$ cat config.mk
export PLATFORM = sky130hd
export DESIGN_NAME = gpio_port_lat_tris_adc_regs_core
export DESIGN_NICKNAME = d
export VERILOG_FILES = /design/src/gprt_pkg.sv /design/src/gprt_mem.sv /design/src/gprt_exec.sv /design/src/gpio_port_lat_tris_adc_regs_core.sv
export VERILOG_INCLUDE_DIRS = /design/src /design/src/src
export SDC_FILE = /design/constraint.sdc
export NUM_CORES = 2
export LEC_CHECK = 0
export BUFFER_PORTS_ARGS = -buffer_cell sky130_fd_sc_hd__buf_2
export CAP_MARGIN = 5
export CELL_PAD_IN_SITES_DETAIL_PLACEMENT = 1
export CELL_PAD_IN_SITES_GLOBAL_PLACEMENT = 1
export CORE_MARGIN = 3
export CORE_UTILIZATION = 51
export CTS_BUF_LIST = sky130_fd_sc_hd__clkbuf_8
export CTS_CLUSTER_SIZE = 30
export DETAILED_ROUTE_END_ITERATION = 10
export HOLD_SLACK_MARGIN = 0.08
export PLACE_DENSITY = 0.78
export SYNTH_ARGS = -nofsm -noshare
export SYNTH_HDL_FRONTEND = slang
export SYNTH_SLANG_ARGS = --single-unit
$ cat constraint.sdc
create_clock -name clk -period 6.3 [get_ports clk]
set_input_delay 1.575 -clock clk [delete_from_list [all_inputs] [get_ports clk]]
set_output_delay 1.575 -clock clk [all_outputs]
set_load 0.005 [all_outputs]
$ cat src/gpio_port_lat_tris_adc_regs_core_macros.svh
// Assertion macros for the GPIO port register block.
// Included by the top level; needs nothing else.
`ifndef GPIO_PORT_LAT_TRIS_ADC_REGS_CORE_MACROS_SVH
`define GPIO_PORT_LAT_TRIS_ADC_REGS_CORE_MACROS_SVH
`ifndef SYNTH
`define GPRT_ASSERT(name, clk, rstn, expr) \
    name: assert property (@(posedge clk) disable iff (!rstn) (expr)) \
        else $error("gprt assertion failed");
`define GPRT_ASSERT_NEXT(name, clk, rstn, ante, cons) \
    name: assert property (@(posedge clk) disable iff (!rstn) (ante) |=> (cons)) \
        else $error("gprt assertion failed");
`else
`define GPRT_ASSERT(name, clk, rstn, expr)
`define GPRT_ASSERT_NEXT(name, clk, rstn, ante, cons)
`endif
`endif

$ cat src/gprt_pkg.sv
// Shared types and constants of the GPIO port register block.
// No dependencies.
package gprt_pkg;

    localparam int NUM_PORTS_DEF  = 5;
    localparam int REG_COUNT_DEF  = 128;
    localparam int NUM_ANALOG_DEF = 13;

    localparam logic [6:0] LAT_BASE    = 7'h09;
    localparam logic [6:0] TRIS_BASE   = 7'h12;
    localparam logic [6:0] ADCON2_ADDR = 7'h40;
    localparam logic [6:0] ADCON1_ADDR = 7'h41;
    localparam logic [6:0] ADCON0_ADDR = 7'h42;
    localparam logic [6:0] ADRESL_ADDR = 7'h43;
    localparam logic [6:0] ADRESH_ADDR = 7'h44;

    localparam logic [3:0] ANALOG_CAP  = 4'd13;
    localparam logic [3:0] CHAN_MAX    = 4'd12;
    localparam logic [3:0] CHAN_LIMIT  = 4'hF;
    localparam logic [7:0] GO_CLEAR    = 8'hFD;
    localparam logic [7:0] ALL_INPUTS  = 8'hFF;

    typedef enum logic [3:0] {
        OP_WRITE       = 4'd0,
        OP_SET_MASK    = 4'd1,
        OP_CLEAR_MASK  = 4'd2,
        OP_READ        = 4'd3,
        OP_TEST_MASK   = 4'd4,
        OP_EXT_WRITE   = 4'd5,
        OP_EXT_BIT_SET = 4'd6,
        OP_EXT_BIT_CLR = 4'd7,
        OP_ANALOG_SET  = 4'd8
    } opcode_t;

    typedef enum logic [3:0] {
        KIND_MEM,
        KIND_PORT,
        KIND_LAT,
        KIND_TRIS,
        KIND_ADCON0,
        KIND_ADCON1,
        KIND_ADCON2,
        KIND_ADRESL,
        KIND_ADRESH
    } reg_kind_t;

    typedef struct packed {
        logic [3:0]  opcode;
        logic [6:0]  reg_addr;
        logic [7:0]  data;
        logic [7:0]  bit_mask;
        logic [2:0]  bit_index;
        logic [2:0]  port_select;
        logic [3:0]  analog_channel;
        logic [9:0]  analog_value;
    } item_t;

    // Current contents of the registers that one transaction touches.
    typedef struct packed {
        logic [7:0] port;
        logic [7:0] lat;
        logic [7:0] tris;
        logic [7:0] adcon0;
        logic [7:0] adcon1;
        logic [7:0] adcon2;
        logic [7:0] adresl;
        logic [7:0] adresh;
        logic [7:0] mem_rd;
        logic [3:0] last_count;
        logic       count_known;
    } cur_t;

    // Register updates produced by one transaction.
    typedef struct packed {
        logic       port_we;
        logic [7:0] port_wdata;
        logic       lat_we;
        logic [7:0] lat_val;
        logic       tris_we;
        logic [7:0] tris_wdata;
        logic       adcon0_we;
        logic [7:0] adcon0_val;
        logic       adcon1_we;
        logic       adcon2_we;
        logic       adresl_we;
        logic [7:0] adresl_val;
        logic       adresh_we;
        logic [7:0] adresh_val;
        logic       mem_we;
        logic [7:0] core_val;
        logic       cnt_we;
        logic [3:0] cnt_val;
        logic       analog_we;
    } upd_t;

    typedef struct packed {
        logic [7:0] read_data;
        logic       port_event;
        logic [2:0] port_number;
        logic [7:0] port_level;
        logic       direction_event;
        logic [7:0] direction_value;
        logic       analog_cfg_event;
        logic [3:0] analog_count;
        logic       warning;
    } result_t;

endpackage

$ cat src/gprt_mem.sv
// General purpose register memory with per-entry valid bits and a registered read.
// Uses no package; the write of the current cycle is forwarded to the read.
module gprt_mem #(
    parameter int REG_COUNT = 128
) (
    input  logic                         clk,
    input  logic                         rst_n,
    input  logic                         rd_en,
    input  logic [$clog2(REG_COUNT)-1:0] rd_addr,
    input  logic                         wr_en,
    input  logic [$clog2(REG_COUNT)-1:0] wr_addr,
    input  logic [7:0]                   wr_data,
    output logic [7:0]                   rd_data
);
    logic [7:0]           mem [REG_COUNT];
    logic [REG_COUNT-1:0] valid_reg;
    logic [7:0]           mem_q_reg;
    logic                 hit_reg;
    logic                 fwd_reg;
    logic [7:0]           fwd_data_reg;

    always_ff @(posedge clk or negedge rst_n)
    begin
        if (!rst_n)
        begin
            valid_reg <= '0;
        end
        else if (wr_en)
        begin
            valid_reg[wr_addr] <= 1'b1;
        end
    end

    // The array read sees the old contents; a write to the same address in
    // the same cycle is captured separately and takes priority.
    always_ff @(posedge clk)
    begin
        if (wr_en)
        begin
            mem[wr_addr] <= wr_data;
        end
        if (rd_en)
        begin
            mem_q_reg    <= mem[rd_addr];
            hit_reg      <= valid_reg[rd_addr];
            fwd_reg      <= wr_en && (wr_addr == rd_addr);
            fwd_data_reg <= wr_data;
        end
    end

    assign rd_data = fwd_reg ? fwd_data_reg : (hit_reg ? mem_q_reg : 8'd0);
endmodule

$ cat src/gprt_exec.sv
// Single-pass transaction logic: result fields and register updates.
// Depends on gprt_pkg.
module gprt_exec
    import gprt_pkg::*;
#(
    parameter int NUM_ANALOG = NUM_ANALOG_DEF
) (
    input  item_t     item,
    input  reg_kind_t kind,
    input  logic      port_ok,
    input  cur_t      cur,
    input  logic [9:0] analog_levels [NUM_ANALOG],
    output result_t   res,
    output upd_t      upd
);
    localparam int AIDX_W = (NUM_ANALOG > 1) ? $clog2(NUM_ANALOG) : 1;

    logic [7:0] old_val;
    logic [7:0] nv;
    logic [7:0] bmask;
    logic [7:0] drive_val;
    logic [7:0] turn;
    logic [7:0] tris_port;
    logic [7:0] ext_val;
    logic [7:0] cfg_a0;
    logic [7:0] cfg_a1;
    logic [3:0] cfg_a1n;
    logic [3:0] cfg_count;
    logic       cfg_chg;
    logic [3:0] conv_chan;
    logic       conv_ok;
    logic [9:0] conv_lvl;
    logic       conv_warn;
    logic       set_ok;

    always_comb
    begin
        case (kind)
            KIND_PORT:   old_val = cur.port;
            KIND_LAT:    old_val = cur.lat;
            KIND_TRIS:   old_val = cur.tris;
            KIND_ADCON0: old_val = cur.adcon0;
            KIND_ADCON1: old_val = cur.adcon1;
            KIND_ADCON2: old_val = cur.adcon2;
            KIND_ADRESL: old_val = cur.adresl;
            KIND_ADRESH: old_val = cur.adresh;
            default:     old_val = cur.mem_rd;
        endcase
    end

    always_comb
    begin
        case (item.opcode)
            OP_SET_MASK:   nv = old_val | item.bit_mask;
            OP_CLEAR_MASK: nv = old_val & ~item.bit_mask;
            default:       nv = item.data;
        endcase
    end

    assign bmask     = 8'b1 << item.bit_index;
    assign drive_val = (cur.port & cur.tris) | (nv & ~cur.tris);
    // Bits that turn from input to output take the latch value.
    assign turn      = cur.tris & ~nv;
    assign tris_port = (cur.port & ~turn) | (cur.lat & turn);
    assign ext_val   = (item.opcode == OP_EXT_BIT_SET) ? (cur.port | bmask)
                                                       : (cur.port & ~bmask);

    assign cfg_a0    = (kind == KIND_ADCON0) ? nv : cur.adcon0;
    assign cfg_a1    = (kind == KIND_ADCON1) ? nv : cur.adcon1;
    assign cfg_a1n   = CHAN_LIMIT - cfg_a1[3:0];
    assign cfg_count = !cfg_a0[0] ? 4'd0 :
                       ((cfg_a1n > ANALOG_CAP) ? ANALOG_CAP : cfg_a1n);
    assign cfg_chg   = !cur.count_known || (cfg_count != cur.last_count);

    assign conv_chan = nv[5:2];
    assign conv_ok   = ({1'b0, conv_chan} < 5'(NUM_ANALOG));
    assign conv_lvl  = conv_ok ? analog_levels[conv_chan[AIDX_W-1:0]] : 10'd0;
    assign conv_warn = (({1'b0, conv_chan} + {1'b0, cur.adcon1[3:0]}) >= {1'b0, CHAN_LIMIT})
                       || !cur.adcon2[7] || (conv_chan > CHAN_MAX);
    assign set_ok    = ({1'b0, item.analog_channel} < 5'(NUM_ANALOG));

    always_comb
    begin
        res = '0;
        upd = '0;
        upd.core_val = nv;
        case (item.opcode)
            OP_WRITE, OP_SET_MASK, OP_CLEAR_MASK:
            begin
                case (kind)
                    KIND_PORT:
                    begin
                        upd.lat_we  = 1'b1;
                        upd.lat_val = nv;
                        if (old_val != nv)
                        begin
                            if (cur.tris == ALL_INPUTS)
                            begin
                                res.warning = 1'b1;
                            end
                            else if (drive_val != cur.port)
                            begin
                                upd.port_we    = 1'b1;
                                upd.port_wdata = drive_val;
                            end
                        end
                    end
                    KIND_LAT:
                    begin
                        upd.lat_we  = 1'b1;
                        upd.lat_val = nv;
                        if ((old_val != nv) && (drive_val != cur.port))
                        begin
                            upd.port_we    = 1'b1;
                            upd.port_wdata = drive_val;
                        end
                    end
                    KIND_TRIS:
                    begin
                        if (old_val != nv)
                        begin
                            upd.tris_we         = 1'b1;
                            upd.tris_wdata      = nv;
                            res.direction_event = 1'b1;
                            res.direction_value = nv;
                            if (tris_port != cur.port)
                            begin
                                upd.port_we    = 1'b1;
                                upd.port_wdata = tris_port;
                            end
                        end
                    end
                    KIND_ADCON0:
                    begin
                        upd.adcon0_we  = 1'b1;
                        upd.adcon0_val = nv;
                        if (cfg_chg)
                        begin
                            upd.cnt_we = 1'b1;
                        end
                        if (nv[1:0] != 2'b00)
                        begin
                            upd.adcon0_val = nv & GO_CLEAR;
                            upd.adresh_we  = 1'b1;
                            upd.adresh_val = {6'd0, conv_lvl[9:8]};
                            upd.adresl_we  = 1'b1;
                            upd.adresl_val = conv_lvl[7:0];
                            res.warning    = conv_warn;
                        end
                    end
                    KIND_ADCON1:
                    begin
                        upd.adcon1_we = 1'b1;
                        upd.cnt_we    = cfg_chg;
                    end
                    KIND_ADCON2:
                    begin
                        upd.adcon2_we = 1'b1;
                        upd.cnt_we    = cfg_chg;
                    end
                    KIND_ADRESL:
                    begin
                        upd.adresl_we  = 1'b1;
                        upd.adresl_val = nv;
                    end
                    KIND_ADRESH:
                    begin
                        upd.adresh_we  = 1'b1;
                        upd.adresh_val = nv;
                    end
                    default:
                    begin
                        upd.mem_we = 1'b1;
                    end
                endcase
            end
            OP_READ:
            begin
                res.read_data = old_val;
            end
            OP_TEST_MASK:
            begin
                res.read_data = {7'd0, |(old_val & item.bit_mask)};
            end
            OP_EXT_WRITE:
            begin
                if (port_ok)
                begin
                    res.warning = |(item.data & ~cur.tris);
                    if (cur.port != item.data)
                    begin
                        upd.port_we    = 1'b1;
                        upd.port_wdata = item.data;
                    end
                end
            end
            OP_EXT_BIT_SET, OP_EXT_BIT_CLR:
            begin
                if (port_ok)
                begin
                    res.warning = ~|(cur.tris & bmask);
                    if (cur.port != ext_val)
                    begin
                        upd.port_we    = 1'b1;
                        upd.port_wdata = ext_val;
                    end
                end
            end
            OP_ANALOG_SET:
            begin
                upd.analog_we = set_ok;
            end
            default:
            begin
            end
        endcase

        upd.cnt_val = cfg_count;
        if (upd.cnt_we)
        begin
            res.analog_cfg_event = 1'b1;
            res.analog_count     = cfg_count;
        end
        if (upd.port_we)
        begin
            res.port_event = 1'b1;
            res.port_level = upd.port_wdata;
        end
    end
endmodule

$ cat src/gpio_port_lat_tris_adc_regs_core.sv
// Top level of the GPIO port register block with LAT/TRIS shadowing and ADC registers.
// Depends on gprt_pkg, gprt_mem, gprt_exec and the assertion macro header.
//
// Usage: each input transaction (in_valid, in_stall, opcode and operand ports)
// carries one core register access, one outside port operation or one analog
// level update. Every transaction produces exactly one result transaction on
// out_valid/out_stall with the read data, port, direction and analog events
// and a warning flag.
// An accepted transaction passes from the input register to the result
// register. Throughput: one transaction per cycle while out_stall is low.
// The input register and the result register each hold one transaction;
// the combinational path between them is set by the old-value select, the
// 8-bit masking and the event compares.
// When the receiver stalls, the result register holds its transaction, the
// input register fills and in_stall rises, so nothing is lost or repeated.
// Reset clears the ports, LAT, TRIS, ADC registers, analog levels and the
// analog count tracker at once; the general registers live in a memory whose
// per-entry valid bits reset clears, so no clearing pass is needed and the
// block takes transactions from the first cycle after reset.
`include "gpio_port_lat_tris_adc_regs_core_macros.svh"

module gpio_port_lat_tris_adc_regs_core
    import gprt_pkg::*;
#(
    parameter int NUM_PORTS  = NUM_PORTS_DEF,
    parameter int REG_COUNT  = REG_COUNT_DEF,
    parameter int NUM_ANALOG = NUM_ANALOG_DEF
) (
    input  logic       clk,
    input  logic       rst_n,
    input  logic       in_valid,
    output logic       in_stall,
    input  logic [3:0] opcode,
    input  logic [6:0] reg_addr,
    input  logic [7:0] data,
    input  logic [7:0] bit_mask,
    input  logic [2:0] bit_index,
    input  logic [2:0] port_select,
    input  logic [3:0] analog_channel,
    input  logic [9:0] analog_value,
    output logic       out_valid,
    input  logic       out_stall,
    output logic [7:0] read_data,
    output logic       port_event,
    output logic [2:0] port_number,
    output logic [7:0] port_level,
    output logic       direction_event,
    output logic [7:0] direction_value,
    output logic       analog_cfg_event,
    output logic [3:0] analog_count,
    output logic       warning
);
    localparam int PIDX_W = (NUM_PORTS > 1) ? $clog2(NUM_PORTS) : 1;
    localparam int AIDX_W = (NUM_ANALOG > 1) ? $clog2(NUM_ANALOG) : 1;
    localparam int MEM_AW = $clog2(REG_COUNT);

    // Handshake control.
    logic in_valid_reg, in_valid_next;
    logic out_valid_reg, out_valid_next;
    logic accept;
    logic process;

    // Input register: the transaction, its register class and its port index.
    item_t             item_reg, item_next;
    reg_kind_t         kind_reg, kind_next;
    logic [PIDX_W-1:0] p_reg, p_next;
    logic              port_ok_reg, port_ok_next;

    result_t result_reg;
    result_t res;
    result_t res_out;
    upd_t    upd;
    cur_t    cur;
    logic [7:0] mem_rd;

    // Architectural registers kept in flip-flops.
    logic [7:0] port_reg [NUM_PORTS];
    logic [7:0] lat_reg  [NUM_PORTS];
    logic [7:0] tris_reg [NUM_PORTS];
    logic [7:0] adcon0_reg, adcon1_reg, adcon2_reg;
    logic [7:0] adresl_reg, adresh_reg;
    logic [3:0] last_count_reg;
    logic       count_known_reg;
    logic [9:0] analog_reg [NUM_ANALOG];

    // A transaction moves to the result register whenever that register is
    // empty or is being emptied in the same cycle.
    assign process  = in_valid_reg && (!out_valid_reg || !out_stall);
    assign in_stall = in_valid_reg && !process;
    assign accept   = in_valid && !in_stall;

    assign in_valid_next  = accept ? 1'b1 : (process ? 1'b0 : in_valid_reg);
    assign out_valid_next = process ? 1'b1 : (out_stall ? out_valid_reg : 1'b0);

    assign item_next = '{
        opcode:         opcode,
        reg_addr:       reg_addr,
        data:           data,
        bit_mask:       bit_mask,
        bit_index:      bit_index,
        port_select:    port_select,
        analog_channel: analog_channel,
        analog_value:   analog_value
    };

    // Classify the register address while the transaction is accepted.
    always_comb
    begin
        if (reg_addr < 7'(NUM_PORTS))
        begin
            kind_next = KIND_PORT;
        end
        else if ((reg_addr >= LAT_BASE) && (reg_addr < (LAT_BASE + 7'(NUM_PORTS))))
        begin
            kind_next = KIND_LAT;
        end
        else if ((reg_addr >= TRIS_BASE) && (reg_addr < (TRIS_BASE + 7'(NUM_PORTS))))
        begin
            kind_next = KIND_TRIS;
        end
        else if (reg_addr == ADCON0_ADDR)
        begin
            kind_next = KIND_ADCON0;
        end
        else if (reg_addr == ADCON1_ADDR)
        begin
            kind_next = KIND_ADCON1;
        end
        else if (reg_addr == ADCON2_ADDR)
        begin
            kind_next = KIND_ADCON2;
        end
        else if (reg_addr == ADRESL_ADDR)
        begin
            kind_next = KIND_ADRESL;
        end
        else if (reg_addr == ADRESH_ADDR)
        begin
            kind_next = KIND_ADRESH;
        end
        else
        begin
            kind_next = KIND_MEM;
        end
    end

    // Outside operations name the port directly; core accesses derive it
    // from the address offset within the port, LAT or TRIS window.
    logic [6:0] lat_off, tris_off;
    assign lat_off  = reg_addr - LAT_BASE;
    assign tris_off = reg_addr - TRIS_BASE;

    always_comb
    begin
        if ((opcode == OP_EXT_WRITE) || (opcode == OP_EXT_BIT_SET) ||
            (opcode == OP_EXT_BIT_CLR))
        begin
            p_next = port_select[PIDX_W-1:0];
        end
        else
        begin
            case (kind_next)
                KIND_LAT:  p_next = lat_off[PIDX_W-1:0];
                KIND_TRIS: p_next = tris_off[PIDX_W-1:0];
                default:   p_next = reg_addr[PIDX_W-1:0];
            endcase
        end
    end

    assign port_ok_next = ({1'b0, port_select} < 4'(NUM_PORTS));

    gprt_mem #(
        .REG_COUNT(REG_COUNT)
    ) u_mem (
        .clk     (clk),
        .rst_n   (rst_n),
        .rd_en   (accept),
        .rd_addr (MEM_AW'(reg_addr)),
        .wr_en   (process && upd.mem_we),
        .wr_addr (MEM_AW'(item_reg.reg_addr)),
        .wr_data (upd.core_val),
        .rd_data (mem_rd)
    );

    assign cur = '{
        port:        port_reg[p_reg],
        lat:         lat_reg[p_reg],
        tris:        tris_reg[p_reg],
        adcon0:      adcon0_reg,
        adcon1:      adcon1_reg,
        adcon2:      adcon2_reg,
        adresl:      adresl_reg,
        adresh:      adresh_reg,
        mem_rd:      mem_rd,
        last_count:  last_count_reg,
        count_known: count_known_reg
    };

    gprt_exec #(
        .NUM_ANALOG(NUM_ANALOG)
    ) u_exec (
        .item          (item_reg),
        .kind          (kind_reg),
        .port_ok       (port_ok_reg),
        .cur           (cur),
        .analog_levels (analog_reg),
        .res           (res),
        .upd           (upd)
    );

    // The port number is only reported alongside a port or direction event.
    always_comb
    begin
        res_out             = res;
        res_out.port_number = (res.port_event || res.direction_event) ? 3'(p_reg) : 3'd0;
    end

    always_ff @(posedge clk or negedge rst_n)
    begin
        if (!rst_n)
        begin
            in_valid_reg    <= 1'b0;
            out_valid_reg   <= 1'b0;
            adcon0_reg      <= '0;
            adcon1_reg      <= '0;
            adcon2_reg      <= '0;
            adresl_reg      <= '0;
            adresh_reg      <= '0;
            last_count_reg  <= '0;
            count_known_reg <= 1'b0;
            for (int i = 0; i < NUM_PORTS; i++)
            begin
                port_reg[i] <= '0;
                lat_reg[i]  <= '0;
                tris_reg[i] <= '0;
            end
            for (int i = 0; i < NUM_ANALOG; i++)
            begin
                analog_reg[i] <= '0;
            end
        end
        else
        begin
            in_valid_reg  <= in_valid_next;
            out_valid_reg <= out_valid_next;
            if (process)
            begin
                if (upd.port_we)
                begin
                    port_reg[p_reg] <= upd.port_wdata;
                end
                if (upd.lat_we)
                begin
                    lat_reg[p_reg] <= upd.lat_val;
                end
                if (upd.tris_we)
                begin
                    tris_reg[p_reg] <= upd.tris_wdata;
                end
                if (upd.adcon0_we)
                begin
                    adcon0_reg <= upd.adcon0_val;
                end
                if (upd.adcon1_we)
                begin
                    adcon1_reg <= upd.core_val;
                end
                if (upd.adcon2_we)
                begin
                    adcon2_reg <= upd.core_val;
                end
                if (upd.adresl_we)
                begin
                    adresl_reg <= upd.adresl_val;
                end
                if (upd.adresh_we)
                begin
                    adresh_reg <= upd.adresh_val;
                end
                if (upd.cnt_we)
                begin
                    last_count_reg  <= upd.cnt_val;
                    count_known_reg <= 1'b1;
                end
                if (upd.analog_we)
                begin
                    analog_reg[item_reg.analog_channel[AIDX_W-1:0]] <= item_reg.analog_value;
                end
            end
        end
    end

    // Payload registers carry no reset.
    always_ff @(posedge clk)
    begin
        if (accept)
        begin
            item_reg    <= item_next;
            kind_reg    <= kind_next;
            p_reg       <= p_next;
            port_ok_reg <= port_ok_next;
        end
        if (process)
        begin
            result_reg <= res_out;
        end
    end

    assign out_valid        = out_valid_reg;
    assign read_data        = result_reg.read_data;
    assign port_event       = result_reg.port_event;
    assign port_number      = result_reg.port_number;
    assign port_level       = result_reg.port_level;
    assign direction_event  = result_reg.direction_event;
    assign direction_value  = result_reg.direction_value;
    assign analog_cfg_event = result_reg.analog_cfg_event;
    assign analog_count     = result_reg.analog_count;
    assign warning          = result_reg.warning;

    // A processed transaction always shows up in the result register.
    `GPRT_ASSERT_NEXT(a_proc_out, clk, rst_n, process, out_valid_reg)
    // A stalled input transaction stays in the input register.
    `GPRT_ASSERT_NEXT(a_in_hold, clk, rst_n, in_valid_reg && !process, in_valid_reg)
    // Every conversion start clears the GO bit, so it never stays set.
    `GPRT_ASSERT(a_go_clear, clk, rst_n, !adcon0_reg[1])
    // The tracked analog channel count never exceeds the cap.
    `GPRT_ASSERT(a_cnt_cap, clk, rst_n, last_count_reg <= ANALOG_CAP)
    // Port and direction events always name an existing port.
    `GPRT_ASSERT(a_evt_port, clk, rst_n, !(out_valid && (port_event || direction_event)) || (4'(port_number) < 4'(NUM_PORTS)))
endmodule
==> Yosys cells after proc, flatten, opt, wreduce, memory -nomap -nowiden <==
Memory sizes are Yosys's and may differ from the RTL's. A register that Yosys moved wholly into a read port is not among the register bits.
Index checks and enable logic that the tools add are counted.
{ "word_totals": {"register_bits": 522, "out_inout_bits": 37, "ramBits": 1024, "inputBits": 51, "n_memories": 1} }
{ "op_classes": {"addsub": 4, "shifts": 1, "magnitude_cmp": 19, "muxes": 89, "reduce_logical": 46, "n_bitwise": 23, "n_eq_ne": 35} }
{ "memory_table": {"columns": ["name", "depth", "word_bits", "rd", "rd_ports_with_merged_regs", "wr", "line_no", "source"], "rows": [
  ["u_mem.mem", 128, 8, 1, 1, 1, "gprt_mem.sv:15", "logic [7:0] mem [REG_COUNT];"]
]} }
{ "ops": {"columns": ["operator", "count"], "rows": [
  ["two-way mux 9 bit", 15],
  ["bitwise mux 130 bit", 1],
  ["OR 128 bit", 1],
  ["bitwise mux 40 bit", 3],
  ["AND 8 bit", 10],
  ["two-way mux 8 bit", 10],
  ["binary-select mux 8 bit (select 3 bit)", 3],
  ["one-hot mux 8 bit (8 select lines)", 1],
  ["one-hot mux 9 bit (3 select lines)", 2],
  ["two-way mux 48 bit", 1],
  ["== test 4 x 3 -> 1 bit (second input constant)", 11],
  ["two-way mux 4 bit", 11],
  ["binary-select mux 10 bit (select 4 bit)", 1],
  ["demux 10 bit (select 4 bit)", 1],
  ["two-way mux 10 bit", 4],
  ["!= test 8 bit", 5],
  ["NOT 8 bit", 5],
  ["one-hot mux 9 bit (2 select lines)", 2],
  ["== test 7 bit (second input constant)", 5],
  ["OR 8 bit", 4],
  ["one-hot mux 8 bit (2 select lines)", 2],
  ["OR reduction 8 bit", 4],
  ["demux 8 bit (select 3 bit)", 1],
  ["== test 4 x 2 -> 1 bit (second input constant)", 6],
  ["46 further kinds", 108]
]} }

==> Logic depth before layout (Yosys ltp) <==
{ "depth": {"word_depth": 19, "ltp_mapped": 21} }

==> Cells and area by module <==
Synthesis repeated with hierarchy kept, for this count alone.
{ "hier_totals": {"hier_cells": 3853, "area_unflattened_um2": 66296.1} }
{ "modules_own_cells": {"columns": ["module", "n_inst", "area_per_inst_um2", "cells_each"], "rows": [
  ["gprt_mem", 1, 45362.3, 1999],
  ["gpio_port_lat_tris_adc_regs_core", 1, 15200.8, 934],
  ["gprt_exec", 1, 5733.0, 920]
]} }

==> Least setup slack after synthesis <==
Ideal clock, no wire load.
{ "synth_timing": {"kind": "flip-flop to flip-flop", "from": "register p_reg[0]", "to": "register result_reg, in the netlist warning, data pin", "setup_time_ps": 269, "stages_incl_launch_ff": 22, "path_buffers": 6, "arrival_time_ps": 6005, "required_ps": 6031, "synth_period_minus_slack_ps": 6274, "path_slack_ps": 26, "cell_sequence": "edfxtp_1 buf_4 buf_6 buf_6 buf_6 mux2i_1 o22ai_1 o21ai_0 a41oi_1 nor2_2 inv_1 clkbuf_1 clkbuf_1 ha_1 inv_1 fa_1 xnor2_1 nand4b_1 and4b_1 o31ai_1 a32oi_1 o21ai_0"} }
{ "synth_via": {"elab_chain_len": 14, "elab_cells_between_ends": 35, "cone_classes": "add/sub (1); order compare (2); eq/ne (2); mux (18); bitwise (6); reduce/logical (6)"} }
{ "synth_lines": {"columns": ["element", "line_no", "source"], "rows": [
  ["start: declaration", "gpio_port_lat_tris_adc_regs_core.sv:66", "logic [PIDX_W-1:0] p_reg, p_next;"],
  ["start signal: assignment", "gpio_port_lat_tris_adc_regs_core.sv:300", "p_reg <= p_next;"],
  ["NOT 3 -> 4 bit (not written as such) *", "gpio_port_lat_tris_adc_regs_core.sv:186, gpio_port_lat_tris_adc_regs_core.sv:187, gpio_port_lat_tris_adc_regs_core.sv:188", null],
  ["binary-select mux 8 bit (select 3 bit), on equally long branches", "gpio_port_lat_tris_adc_regs_core.sv:188, gpio_port_lat_tris_adc_regs_core.sv:186, gpio_port_lat_tris_adc_regs_core.sv:187", null],
  ["two-way mux 8 bit, on equally long branches (2 in series)", "gpio_port_lat_tris_adc_regs_core.sv:188, gpio_port_lat_tris_adc_regs_core.sv:186, gpio_port_lat_tris_adc_regs_core.sv:187", null],
  ["one-hot mux 8 bit (8 select lines) *", "gprt_exec.sv:38", "case (kind)"],
  ["AND 8 bit or OR 8 bit (tied branches)", "gprt_exec.sv:55, gprt_exec.sv:54", null],
  ["one-hot mux 8 bit (2 select lines) *", "gprt_exec.sv:53", "case (item.opcode)"],
  ["via u_exec.nv[2]", "gprt_exec.sv:19", "logic [7:0] nv;"],
  ["adder 4 x 4 -> 5 bit", "gprt_exec.sv:78", "assign conv_warn = (({1'b0, conv_chan} + {1'b0, cur.adcon1[3:0]}) >= {1'b0, CHAN_LIMIT})"],
  [">= comparator 5 x 4 -> 1 bit", "gprt_exec.sv:78", null],
  ["logical OR 1 bit (2 in series)", "gprt_exec.sv:79", "|| !cur.adcon2[7] || (conv_chan > CHAN_MAX);"],
  ["two-way mux 1 bit", "gprt_exec.sv:141", "if (nv[1:0] != 2'b00)"],
  ["one-hot mux 1 bit (2 select lines) *", "gprt_exec.sv:90", "case (kind)"],
  ["one-hot mux 1 bit (3 select lines) *", "gprt_exec.sv:87", "case (item.opcode)"],
  ["end signal: assignment", "gpio_port_lat_tris_adc_regs_core.sv:305", "result_reg <= res_out;"],
  ["end: declaration", "gpio_port_lat_tris_adc_regs_core.sv:69", "result_t result_reg;"]
]} }
Mark *: on every way through the listed nets, which the timed path passes. The rest lies on a longest branch. The select of a mux whose other input is x is not followed.
A chain may end at the register's enable or synchronous reset.

==> Final worst setup path <==
{ "layout_timing": {"from": "register p_reg[1]", "to": "register adresl_reg[6]"} }
{ "layout_via": {"elab_cells_between_ends": 25, "cone_classes": "order compare (1); mux (18); bitwise (4); reduce/logical (2)"} }
{ "layout_lines": {"columns": ["element", "line_no", "source"], "rows": [
  ["NOT 3 -> 4 bit (not written as such) *", "gpio_port_lat_tris_adc_regs_core.sv:186, gpio_port_lat_tris_adc_regs_core.sv:187, gpio_port_lat_tris_adc_regs_core.sv:188", null],
  ["binary-select mux 8 bit (select 3 bit), on equally long branches", "gpio_port_lat_tris_adc_regs_core.sv:188, gpio_port_lat_tris_adc_regs_core.sv:186, gpio_port_lat_tris_adc_regs_core.sv:187", null],
  ["two-way mux 8 bit, on equally long branches (2 in series)", "gpio_port_lat_tris_adc_regs_core.sv:188, gpio_port_lat_tris_adc_regs_core.sv:186, gpio_port_lat_tris_adc_regs_core.sv:187", null],
  ["one-hot mux 8 bit (8 select lines) *", "gprt_exec.sv:38", null],
  ["AND 8 bit or OR 8 bit (tied branches)", "gprt_exec.sv:55, gprt_exec.sv:54", null],
  ["one-hot mux 8 bit (2 select lines) *", "gprt_exec.sv:53", null],
  ["via u_exec.nv[6]", "gprt_exec.sv:19", null],
  ["one-hot mux 9 bit (2 select lines) *", "gprt_exec.sv:90", null],
  ["two-way mux 48 bit *", "gprt_exec.sv:87", null],
  ["end signal: assignment", "gpio_port_lat_tris_adc_regs_core.sv:274", "adresl_reg <= upd.adresl_val;"],
  ["end: declaration", "gpio_port_lat_tris_adc_regs_core.sv:81", "logic [7:0] adresl_reg, adresh_reg;"]
]} }
Marks and branches as above.

==> run_results.csv <==
group,metric,value,unit
detailed_routing,total_number_of_vias,38600,
global_route,grt_start_max_net_pins,166,
timing,setup_viol,0,
synth,netlist_instances,3992,
synth,synthMostInstantiatedCell,"edfxtp_1",
final_layout,fill_cells,11600,
synth,synth_seq_area_share,0.677,
worst_setup_path,cp-end-kind,"register",
synth,synthesis.area_per_instance,16.5,um2
timing,layout_worst_path_cycle_share,0.852,
timing,fin_skew,0.125,ns
place,count_of_input_and_output_buffers,87,
global_route,first_global_vias,40600,
pwr,power.density,298,nW/um2
clock_tree,clock_tree_buf_depth,3,
detailed_routing,drt_first_iter_violations,4256,
detailed_routing,antenna_left,0,
place,number_of_placed_cells_counting_well_taps,5627,
pwr,max-vdd-ir-drop,0.306,mV
detailed_routing,wire_per_inst,30.8,um
outcome,run_status,"finished, final reports clean",
timing,unrepaired_setup_endpoints_after_global_routing,"no",
synth,yosysUniqueCellTypes,104,
worst_setup_path,path_max_fanout,82,
global_route,grt_antenna_before_repair,8,
timing,drv_slew,0,
synth,mappedNetlistNets,4058,
clock_tree,cts_buffers,238,
final_layout,number_of_flip_flops_in_the_largest_register,1024,
clock_tree,cts_resized,0,
final_layout,syn2layout_area_growth,11.8,%
synth,synth_commonest_cells,"1,129 x edfxtp_1, 425 x dfrtp_1, 376 x mux4_2",
detailed_routing,drt-total-wl,187000,um
synth,synth_seq_cells,1554,
final_layout,design_area,73500,um2
clock_tree,insertion_delay,1.02,ns
die,dieArea,133000,um2
synth,yosys_warnings,0,
place,gp_congestion,0.989,
clock_tree,cts_tree,"built",
worst_setup_path,crit_required,7.15,ns
flow_run,max-cap-violations,0,
global_route,grt_pass1_wl,279000,um
place,dpl_cell_area,68500,um2
timing,final_critical_path_required_period,5.37,ns
timing,final_tns_setup,0,ns
global_route,grt_overflow,0,
clock_tree,cts_hold_repair.buffers,0,
hold_path,hold_path_class,"reg -> reg",
synth,synthTopCellsByArea,"edfxtp_1 52%, dfrtp_1 16%, mux4_2 13%, mux2_2 3.4%, nand2_1 1.6%",
worst_setup_path,path_class,"reg -> reg",
die,design.core.area,128000,um2
synth,number_of_flops_mapped_to_enable_cells_by_yosys,1129,
clock_tree,cts-root-buf,"clkbuf_8",
timing,slew_headroom,0.0764,
synth,synth_top_area_frac,0.516,
timing,fin_hold_ws,0.461,ns
timing,worstMarginPinSlew,1.39,ns
final_layout,post_route_cells_drive_above_1_share,0.298,
pwr,power.leakage,27.3,nW
pwr,total_power,21.9,mW
timing,timing_hold_violations_final,0,
synth,netlist_area,65700,um2
detailed_routing,drt_first_pass_iters,5,
detailed_routing,detail_route.vias_per_cell,6.34,
clock_tree,post_cts.repair.setup_buffers,0,
die,chipHeight,365,um
place,detailedPlacementHpwl,119000,um
detailed_routing,remaining_drc_errors,0,
worst_setup_path,critPathLaunchType,"register",
final_layout,fin_cells,6084,
final_layout,design.final.nets,4271,
timing,achievable-frequency,186,MHz
synth,synth-main-ff-cell,"edfxtp_1",
synth,post-synth-top-area-cell,"edfxtp_1",
synth,postSynth.asyncResetShare,0.273,
die,design.portCount,88,
global_route,globalRouteTotalUtil,0.285,
die,rows,131,
clock_tree,htreeDepth,4,
die,die_w,365,um
clock_tree,clkSinkCount,1554,
worst_setup_path,arrival_time_at_the_worst_endpoint,6.21,ns
clock_tree,clock_edge_transition_at_the_registers_on_the_reported_setup_and_hold_paths,0.06,ns
die,start_util,0.514,
==> routing by layer <==
layer,GRT usage,vias up,routed length (um)
met2,0.462,1778,91800
li1,-,16000,-
met4,0.0922,2,5710
met1,0.397,20400,76700
met5,0,-,11
met3,0.0486,350,12900
==> where the power goes <==
group | internal, mW | switching, mW
Sequential | 11.3 | 0.181
Clock | 4.43 | 4.15
Combinational | 0.613 | 1.18
Total | 16.4 | 5.51
==> through the flow <==
| stage | utilization | worst slack, ns |
|---|---|---|
| 2_1_floorplan | - | 0.0257 |
| 3_3_place_gp | 0.536 | 1.07 |
| 3_5_place_dp | 0.536 | 1.00 |
| 4_1_cts | 0.575 | 0.980 |
| 5_1_grt | 0.575 | 0.588 |
| 6_report | 0.575 | 0.934 |
==> worst paths after layout <==
| check | from | end | slack (ns) | cells after the start |
|---|---|---|---|---|
| worst max-delay path | p_reg[1]$_DFFE_PP_ | adresl_reg[6]$_DFFE_PN0P_ | 0.93 | 13 |
| worst min-delay path | u_mem.valid_reg[42]$_DFFE_PN0P_ | u_mem.valid_reg[42]$_DFFE_PN0P_ | 0.46 | 1 |
| worst max register to register | p_reg[1]$_DFFE_PP_ | adresl_reg[6]$_DFFE_PN0P_ | 0.93 | 13 |
| worst min register to register | u_mem.valid_reg[42]$_DFFE_PN0P_ | u_mem.valid_reg[42]$_DFFE_PN0P_ | 0.46 | 1 |
| max in group asynchronous | rst_n | u_mem.valid_reg[81]$_DFFE_PN0P_ | 4.33 | 2 |
| min in group asynchronous | rst_n | tris_reg[38]$_DFFE_PN0P_ | 0.58 | 1 |
==> worst max-delay path, cell delays in order (launching register included) <==
cell and delay, ns:
edfxtp_1 0.78, inv_1 0.48, o211a_1 0.25, o31ai_2 0.55
buf_4 0.31, and2_1 0.19, o21ai_0 0.24, a31oi_1 0.27
o221ai_1 0.18, buf_4 0.25, inv_4 0.43, buf_4 0.78
a22oi_1 0.18, o21ai_0 0.20
==> cell families (layout without fill, tap and decap cells) <==
family / count (synthesis) / in the layout / share of synthesized area
other cells: 0 / 7 / 0
simple gates: 951 / 951 / 0.0718
xor+xnor: 35 / 35 / 0.00466
fa+ha+maj: 15 / 15 / 0.00297
flops: 1554 / 1554 / 0.677
buf+inv: 304 / 727 / 0.0191
compound gates: 498 / 498 / 0.0518
mux: 635 / 635 / 0.172
==> placed cells by master, fill, tap and decap left out, types with 33 or more instances in the layout <==
cell,n
mux2i_1,56
edfxtp_1,1129
inv_1,146
nand2_1,283
or2_2,134
dfrtp_1,425
buf_4,105
a21oi_1,85
clkbuf_8,280
mux2_2,199
nor2_1,245
o21ai_0,141
nor2b_1,33
mux4_2,376
buf_2,82
nand3_1,47
==> cell type report <==
class                      count  area [um2]  share of cell area
antenna                        7        17.5            0.000238
timing repair buffer         209        1620              0.0220
inverter                      68         275             0.00375
clock buffer                 280        3850              0.0524
tap                         1662        2080              0.0283
sequential                  1554       44500               0.606
multi-input combinational   2134       20000               0.272
clock inverter               170        1090              0.0148
Note: power is estimated with default switching activity, not from simulation.
